==> src/design/iirbq_pkg.sv <==
`default_nettype none
package iirbq_pkg;

  localparam int SampleW     = 16;
  localparam int CoefW       = 24;
  localparam int StateW      = 40;
  localparam int CoefFrac    = CoefW - 4;
  localparam int StateFrac   = StateW - 10;
  localparam int SampleShift = StateFrac - 15;
  localparam int NumStages   = 2;
  localparam int NumRegs     = 3 * NumStages;
  localparam int CfgIdxW     = 3;
  localparam int AccW        = CoefW + StateW;
  // A rounded product keeps the integer part of the full product.
  localparam int ProdW       = AccW - CoefFrac;
  // Room for 2*p - q1 + sd before saturation.
  localparam int SumW        = ProdW + 4;
  localparam int CntW        = $clog2(CoefW + 1);

  // Register roles inside one stage.
  localparam logic [1:0] RoleGain = 2'd0;
  localparam logic [1:0] RoleA1   = 2'd1;
  localparam logic [1:0] RoleA2   = 2'd2;

  // Clamp a wide signed sum to the signed state range.
  function automatic logic signed [StateW-1:0] sat_state(input logic signed [SumW-1:0] v);
    logic signed [SumW-1:0] hi;
    logic signed [SumW-1:0] lo;
    hi = (SumW'(1) <<< (StateW - 1)) - SumW'(1);
    lo = -hi - SumW'(1);
    if (v > hi) begin
      sat_state = hi[StateW-1:0];
    end else if (v < lo) begin
      sat_state = lo[StateW-1:0];
    end else begin
      sat_state = v[StateW-1:0];
    end
  endfunction

endpackage
`default_nettype wire

==> src/design/iir_biquad_cascade_lowpass_core.sv <==
`default_nettype none
// Fourth-order lowpass made of two cascaded transposed direct-form-II biquads.
// Input channel (in_valid_i/in_ready_o) moves one word: a Q1.15 sample and a
// channel-select flag. A word with the flag low is consumed without a result
// and leaves the filter state alone. A word with the flag high produces one
// output word (out_valid_o/out_ready_i) carrying the saturated Q1.15 result.
// Coefficients are written through the configuration channel (index 0..5:
// stage0 gain, a1, a2, stage1 gain, a1, a2); other indexes are ignored.
// All six products go through one shift-add multiplier that retires one
// coefficient bit per cycle. Each of the six multiplies runs through operand
// load, 24 bit steps, rounding and state update. An ignored word is consumed
// while the sequencer stays idle. The next word is taken as soon as the
// sequencer is idle, even while the previous result still waits in the
// output register. If the receiver stalls, the sequencer holds its final
// result until that register frees up. Reset clears the coefficients, the
// delay states and all handshake state.
module iir_biquad_cascade_lowpass_core
  import iirbq_pkg::*;
(
  input  wire logic                      clk_i,
  input  wire logic                      rst_ni,
  input  wire logic                      in_valid_i,
  output logic                           in_ready_o,
  input  wire logic signed [SampleW-1:0] sample_in_i,
  input  wire logic                      channel_selected_i,
  output logic                           out_valid_o,
  input  wire logic                      out_ready_i,
  output logic signed [SampleW-1:0]      sample_out_o,
  input  wire logic                      cfg_valid_i,
  output logic                           cfg_ready_o,
  input  wire logic [CfgIdxW-1:0]        cfg_index_i,
  input  wire logic [CoefW-1:0]          cfg_data_i
);

  localparam logic [2:0] StIdle  = 3'd0;
  localparam logic [2:0] StLoad  = 3'd1;
  localparam logic [2:0] StMul   = 3'd2;
  localparam logic [2:0] StRound = 3'd3;
  localparam logic [2:0] StApply = 3'd4;
  localparam logic [2:0] StOut   = 3'd5;

  logic [2:0]               state_q;
  logic [1:0]               role_q;
  logic                     stage_q;
  logic [CntW-1:0]          cnt_q;
  logic signed [CoefW-1:0]  coef_q [NumRegs];
  logic signed [StateW-1:0] fd_q [NumStages];
  logic signed [StateW-1:0] sd_q [NumStages];
  logic signed [StateW-1:0] y_q;
  logic signed [ProdW-1:0]  p_q;
  logic signed [ProdW-1:0]  q1_q;
  logic signed [ProdW-1:0]  prod_q;
  logic [AccW-1:0]          acc_q;
  logic [CoefW-1:0]         mc_q;
  logic [StateW-1:0]        ms_q;
  logic                     neg_q;
  logic                     out_valid_q;
  logic signed [SampleW-1:0] out_q;

  logic signed [CoefW-1:0]  coef_sel;
  logic [2:0]               coef_idx;
  logic [StateW:0]          mul_sum;
  logic [AccW-1:0]          rnd_sum;
  logic [ProdW-1:0]         rnd_mag;
  logic signed [SumW-1:0]   prod_w, p_w, q1_w, fd_w, sd_w;
  logic [StateW-1:0]        y_mag;
  logic [StateW-SampleShift-1:0] y_shr;
  logic signed [SampleW-1:0] out_conv;
  logic                     out_load;

  assign cfg_ready_o  = 1'b1;
  assign in_ready_o   = (state_q == StIdle);
  assign out_valid_o  = out_valid_q;
  assign sample_out_o = out_q;

  // The output register takes a new word when it is empty or being drained.
  assign out_load = (state_q == StOut) && (!out_valid_q || out_ready_i);

  assign coef_idx = 3'(stage_q) * 3'd3 + 3'(role_q);
  assign coef_sel = coef_q[coef_idx];

  // Shift-add step: add the value magnitude into the upper half, shift right.
  assign mul_sum = {1'b0, acc_q[AccW-1:CoefW]} + (mc_q[0] ? {1'b0, ms_q} : '0);

  // Round to nearest, ties away from zero, on the magnitude.
  assign rnd_sum = acc_q + (AccW'(1) << (CoefFrac - 1));
  assign rnd_mag = rnd_sum[AccW-1:CoefFrac];

  assign prod_w = SumW'(prod_q);
  assign p_w    = SumW'(p_q);
  assign q1_w   = SumW'(q1_q);
  assign fd_w   = SumW'(fd_q[stage_q]);
  assign sd_w   = SumW'(sd_q[stage_q]);

  // Output conversion truncates toward zero, then clamps to 16 bits.
  always_comb begin
    y_mag = y_q[StateW-1] ? StateW'(-y_q) : StateW'(y_q);
    y_shr = y_mag[StateW-1:SampleShift];
    if (y_q[StateW-1]) begin
      if (y_shr > (StateW-SampleShift)'(32768)) begin
        out_conv = SampleW'(-32768);
      end else begin
        out_conv = SampleW'(-$signed({1'b0, y_shr}));
      end
    end else if (y_shr > (StateW-SampleShift)'(32767)) begin
      out_conv = SampleW'(32767);
    end else begin
      out_conv = SampleW'(y_shr);
    end
  end

  always_ff @(posedge clk_i or negedge rst_ni) begin
    if (!rst_ni) begin
      state_q     <= StIdle;
      role_q      <= RoleGain;
      stage_q     <= 1'b0;
      cnt_q       <= '0;
      out_valid_q <= 1'b0;
      for (int i = 0; i < NumRegs; i++) begin
        coef_q[i] <= '0;
      end
      for (int i = 0; i < NumStages; i++) begin
        fd_q[i] <= '0;
        sd_q[i] <= '0;
      end
    end else begin
      if (cfg_valid_i && (cfg_index_i < CfgIdxW'(NumRegs))) begin
        coef_q[cfg_index_i] <= cfg_data_i;
      end
      if (out_load) begin
        out_valid_q <= 1'b1;
      end else if (out_ready_i) begin
        out_valid_q <= 1'b0;
      end
      unique case (state_q)
        StIdle: begin
          if (in_valid_i && channel_selected_i) begin
            y_q     <= StateW'(sample_in_i) <<< SampleShift;
            role_q  <= RoleGain;
            stage_q <= 1'b0;
            state_q <= StLoad;
          end
        end
        StLoad: begin
          mc_q    <= coef_sel[CoefW-1] ? CoefW'(-coef_sel) : CoefW'(coef_sel);
          ms_q    <= y_q[StateW-1] ? StateW'(-y_q) : StateW'(y_q);
          neg_q   <= coef_sel[CoefW-1] ^ y_q[StateW-1];
          acc_q   <= '0;
          cnt_q   <= '0;
          state_q <= StMul;
        end
        StMul: begin
          acc_q <= {mul_sum, acc_q[CoefW-1:1]};
          mc_q  <= mc_q >> 1;
          cnt_q <= cnt_q + CntW'(1);
          if (cnt_q == CntW'(CoefW - 1)) begin
            state_q <= StRound;
          end
        end
        StRound: begin
          prod_q  <= neg_q ? -$signed(rnd_mag) : $signed(rnd_mag);
          state_q <= StApply;
        end
        StApply: begin
          state_q <= StLoad;
          unique case (role_q)
            RoleGain: begin
              p_q    <= prod_q;
              y_q    <= sat_state(prod_w + fd_w);
              role_q <= RoleA1;
            end
            RoleA1: begin
              q1_q   <= prod_q;
              role_q <= RoleA2;
            end
            RoleA2: begin
              fd_q[stage_q] <= sat_state((p_w <<< 1) - q1_w + sd_w);
              sd_q[stage_q] <= sat_state(p_w - prod_w);
              role_q        <= RoleGain;
              if (stage_q == 1'(NumStages - 1)) begin
                state_q <= StOut;
              end else begin
                stage_q <= stage_q + 1'b1;
              end
            end
            default: begin
              role_q <= RoleGain;
            end
          endcase
        end
        StOut: begin
          if (out_load) begin
            out_q   <= out_conv;
            state_q <= StIdle;
          end
        end
        default: begin
          state_q <= StIdle;
        end
      endcase
    end
  end

  // The bit counter never runs past the coefficient width.
  a_cnt_range: assert property (@(posedge clk_i) disable iff (!rst_ni)
    (state_q == StMul) |-> (cnt_q < CntW'(CoefW)))
    else $error("multiplier step counter overran");

  // A result is only posted after the last state update of the last stage.
  a_out_entry: assert property (@(posedge clk_i) disable iff (!rst_ni)
    ((state_q == StOut) && ($past(state_q) != StOut)) |->
      ($past(state_q) == StApply && $past(role_q) == RoleA2))
    else $error("output posted before the cascade finished");

  // A word is never taken while the sequencer is busy.
  a_busy: assert property (@(posedge clk_i) disable iff (!rst_ni)
    (state_q == StMul) |=> !in_ready_o)
    else $error("input taken while multiplying");

endmodule
`default_nettype wire
==> config.mk <==
export PLATFORM = sky130hd
export DESIGN_NAME = iir_biquad_cascade_lowpass_core
export DESIGN_NICKNAME = d
export VERILOG_FILES = /design/src/design/iirbq_pkg.sv /design/src/design/iir_biquad_cascade_lowpass_core.sv
export SDC_FILE = /design/constraint.sdc
export NUM_CORES = 2
export LEC_CHECK = 0
export ABC_AREA = 1
export BUFFER_PORTS_ARGS = -buffer_cell sky130_fd_sc_hd__buf_4
export CAP_MARGIN = 20
export CORE_MARGIN = 2
export CORE_UTILIZATION = 40
export CTS_BUF_LIST = sky130_fd_sc_hd__clkbuf_4
export DETAILED_ROUTE_END_ITERATION = 10
export SYNTH_ARGS = -nofsm -noshare
export SYNTH_HDL_FRONTEND = slang
export SYNTH_SLANG_ARGS = --single-unit
==> constraint.sdc <==
create_clock -name clk_i -period 6.2 [get_ports clk_i]
set_input_delay 0.62 -clock clk_i [delete_from_list [all_inputs] [get_ports clk_i]]
set_output_delay 0.62 -clock clk_i [all_outputs]
set_load 0.1 [all_outputs]
==> results.tsv <==
stage	metric	value	unit
hold_path	min_path_type	input pin to async pin	
detailed_routing	first_pass_iters	6	
detailed_routing	ant_nets	0	
logic_synthesis	synth_edf_count	298	
critical_path	worstSetupPathDepth	23	
die	die_w	336	um
clock_tree	clk_path_buf_depth	3	
critical_path	crit_slowest_cell	dfrtp_4	
timing	post-route-period-util	0.815	
logic_synthesis	synthDistinctLibCells	65	
critical_path	cp_common_cell	nand2_1	
logic_synthesis	synth-seq-cells	614	
timing	fin_skew	0.0841	ns
critical_path	crit_chain	buf_4 -> mux2i_1 -> fa_1 -> inv_1 -> ha_1 -> nand2_1 -> nor2_1 -> inv_1 -> nor2_1 -> nand2_1 -> nor2_1 -> nand2_1 -> nand3_1 -> nand2_1 -> nand2_2 -> nand2_1 -> nor2_1 -> nand2_1 -> nand2_2 -> nand2_1 -> nand2_1 -> nand2_1 -> nand2_1	
place	place_hpwl	110000	um
global_route	grt_max_degree	178	
timing	fmax	198	MHz
global_route	grt_pass1_wl	226000	um
logic_synthesis	ys_warn_count	0	
clock_tree	ctsResizeCount	0	
critical_path	worstSetupStartpointType	flip-flop	
timing	slew_violations	0	
clock_tree	clock_sinks	614	
timing	setup_viol	0	
detailed_routing	routed-via-count	40773	
clock_tree	htree_levels	4	
pwr	switching_share	0.292	
finish	layout-drive-gt1-share	0.0770	
critical_path	critPathMaxStageDelay	0.72	ns
global_route	grt_use_total	0.260	
logic_synthesis	synth_area	44000	sq um
outcome	status	completed	
timing	rsz0062_at_grt	false	
timing	relSlewSlack	0.255	
critical_path	critPathCaptureType	flip-flop	
timing	worst_pin_slew	1.11	ns
critical_path	crit-reg2reg-launch	stage_q	
critical_path	cp-startpoint	stage_q	
place	dp.cells	7596	
clock_tree	cts_buffers	174	
die	die-area	113000	sq um
finish	mostFrequentLayoutCells	nand2_1, inv_1, nor2_1	
finish	fillers	11388	
critical_path	reg2reg_slack	1.15	ns
clock_tree	post_cts.repair.setup_buffers	0	
detailed_routing	drt_iter0_markers	3590	
pwr	clockPowerShare	0.400	
logic_synthesis	yosys_most_used_dff	dfrtp_1	
critical_path	r2r_end	fd_q[59]	
run	drv_cap	0	
die	io_pins	68	
critical_path	critPathTopFamily	simple AND/OR/NAND/NOR gates	
timing	finalHoldViolCount	0	
critical_path	crit_path_end	fd_q[59]	
pwr	power_frac_seq	0.477	
finish	seqCellArea	16900	sq um
pwr	combPwrFrac	0.124	
logic_synthesis	synth_fp_nets	6513	
timing	timing.final.crit_period	5.05	ns
finish	area_growth_syn_to_layout	10.8	%
critical_path	cp.arrival	6.04	ns
global_route	grt_overflow_total	0	
finish	multi_input_area	23300	sq um
clock_tree	cts_tree	yes	
logic_synthesis	ys_async_sr_fraction	0.515	
die	placementRows	121	
clock_tree	clkTransAtPathRegs	0.07	ns
clock_tree	clkLatencyLatePin	1.12	ns
logic_synthesis	synth.avg_cell_area	7.06	sq um
finish	fin_nets	6684	
logic_synthesis	syn_inst	6233	
detailed_routing	routed_wl	146000	um
detailed_routing	drc	0	
die	fp.dieH	336	um
pwr	peakVddDrop	145	uV
place	gp_congestion	0.992	
pwr	p_sw	2.89	mW
global_route	grt_pass1_vias	39398	
critical_path	cp_num_buf_inv	3	
critical_path	crit_path_max_fanout	39	
detailed_routing	viasPerCell	5.12	
detailed_routing	wl_per_cell	18.3	um
logic_synthesis	seq_area_frac_synth	0.383	
finish	final_common_cell	nand2_1	
clock_tree	clock-root-buffer	clkbuf_4	
pwr	p_int	7.01	mW
place	portBuffers	66	
critical_path	worstPathRequired	7.19	ns
die	core	109000	sq um
pwr	powerDensity	203	nW/um^2
critical_path	reg2regPathDepth	23	
timing	setup_tns	0	ns
finish	layoutNonFillerInstCount	7968	
die	start_util	0.404	
pwr	power.leakage	24.6	nW
critical_path	crit_type	flip-flop to flip-flop	
global_route	antenna_found_initial	6	
state kept, by name, indices dropped and copies added (netlist names):
register / flops
y_q: 40
prod_q: 44
neg_q: 1
cnt_q: 5
mc_q: 24
out_valid_o: 1
acc_q: 45
role_q: 2
state_q: 3
sample_out_o: 16
coef_q: 144
stage_q: 1
p_q: 44
sd_q: 80
ms_q: 40
q1_q: 44
fd_q: 80
cell usage after synthesis, drive strengths merged, types with 10 or more instances:
master / count / area share
o22ai: 18 / 0.0026
xnor2: 70 / 0.014
or2: 12 / 0.0017
ha: 182 / 0.052
clkbuf: 99 / 0.0088
a21boi: 10 / 0.0017
a21o: 11 / 0.0019
inv: 832 / 0.071
nor2: 611 / 0.054
a21oi: 238 / 0.027
nand3b: 11 / 0.0019
nand4: 71 / 0.010
buf: 61 / 0.0086
a31oi: 14 / 0.0020
o21ai: 384 / 0.045
mux2i: 38 / 0.0086
edfxtp: 298 / 0.20
xor2: 137 / 0.028
nand3: 245 / 0.028
dfrtp: 316 / 0.18
o21a: 16 / 0.0027
nor3: 69 / 0.0089
nand2: 2360 / 0.20
nor4: 13 / 0.0018
fa: 49 / 0.022
o21bai: 28 / 0.0048
per-layer routing:
layer / GRT usage / up-vias / wire length, um
li1: - / 20216 / -
met1: 0.342 / 18999 / 63800
met3: 0.0438 / 275 / 8770
met5: 0 / - / 24
met2: 0.420 / 1279 / 67500
met4: 0.115 / 4 / 5960
cell type report:
type	count	share of cell area
Sequential cell	614	0.346
Timing Repair Buffer	155	0.0270
Inverter	835	0.0643
Clock inverter	63	0.00865
Tap cell	1414	0.0363
Clock buffer	254	0.0391
Antenna cell	9	0.000462
Multi-Input combinational cell	4624	0.479
power by group through the flow:
stage	clock network [mW]	logic, mW	registers, mW
after floorplan	0	0.865	4.73
after global placement	0	1.17	4.79
after detailed placement	0	1.19	4.79
after CTS	4.09	1.22	4.71
after global routing	4.29	1.41	4.74
final	3.95	1.22	4.71
through the flow:
step	area [sq um]	worst slack [ns]	hold WS, ns	power (mW)	utilization
floorplan	44000	1.49	0.324	5.59	-
global placement	45900	1.34	0.453	5.96	0.421
detailed placement	45900	1.26	0.465	5.98	0.421
CTS	48800	1.15	0.0272	10.0	0.447
global route	48800	0.679	0.0830	10.4	0.447
finish	48800	1.15	0.164	9.89	0.447
how the worst min path moves through the flow:
stage	from	endpoint	slack, ns	depth (start not counted)
after floorplan	rst_ni	cnt_q[0]	0.32	0
after global placement	cnt_q[4]	cnt_q[4]	0.45	1
after detailed placement	sd_q[60]	sd_q[60]	0.47	2
after CTS	rst_ni	sd_q[10]	0.03	3
after global routing	rst_ni	sd_q[10]	0.08	3
final	rst_ni	sd_q[10]	0.16	3
worst reg2reg max path, cell delays in order, from the launching register on:
cell and delay (ns):
dfrtp_4 0.72, buf_4 0.55, mux2i_1 0.20, fa_1 0.50
inv_1 0.04, ha_1 0.38, nand2_1 0.16, nor2_1 0.17
inv_1 0.07, nor2_1 0.32, nand2_1 0.10, nor2_1 0.11
nand2_1 0.07, nand3_1 0.10, nand2_1 0.06, nand2_2 0.10
nand2_1 0.06, nor2_1 0.08, nand2_1 0.07, nand2_2 0.62
nand2_1 0.19, nand2_1 0.12, nand2_1 0.06, nand2_1 0.09
logic make-up after synthesis:
kind of cell | share of synthesized area
and+or+nand+nor | 0.311
buffers and inverters | 0.0885
DFF | 0.383
adders and majority gates | 0.0740
other | 0.0000852
xor gates and xnor gates | 0.0421
muxes | 0.00864
AOI/OAI and AO/OA | 0.0927
timing repair:
action / CTS / global route
endpoints found under the hold margin: 263 / 0
hold buffers: 46 / 0
setup endpoints to repair: 0 / 0
No activity file was read; power rests on OpenSTA's default activity.
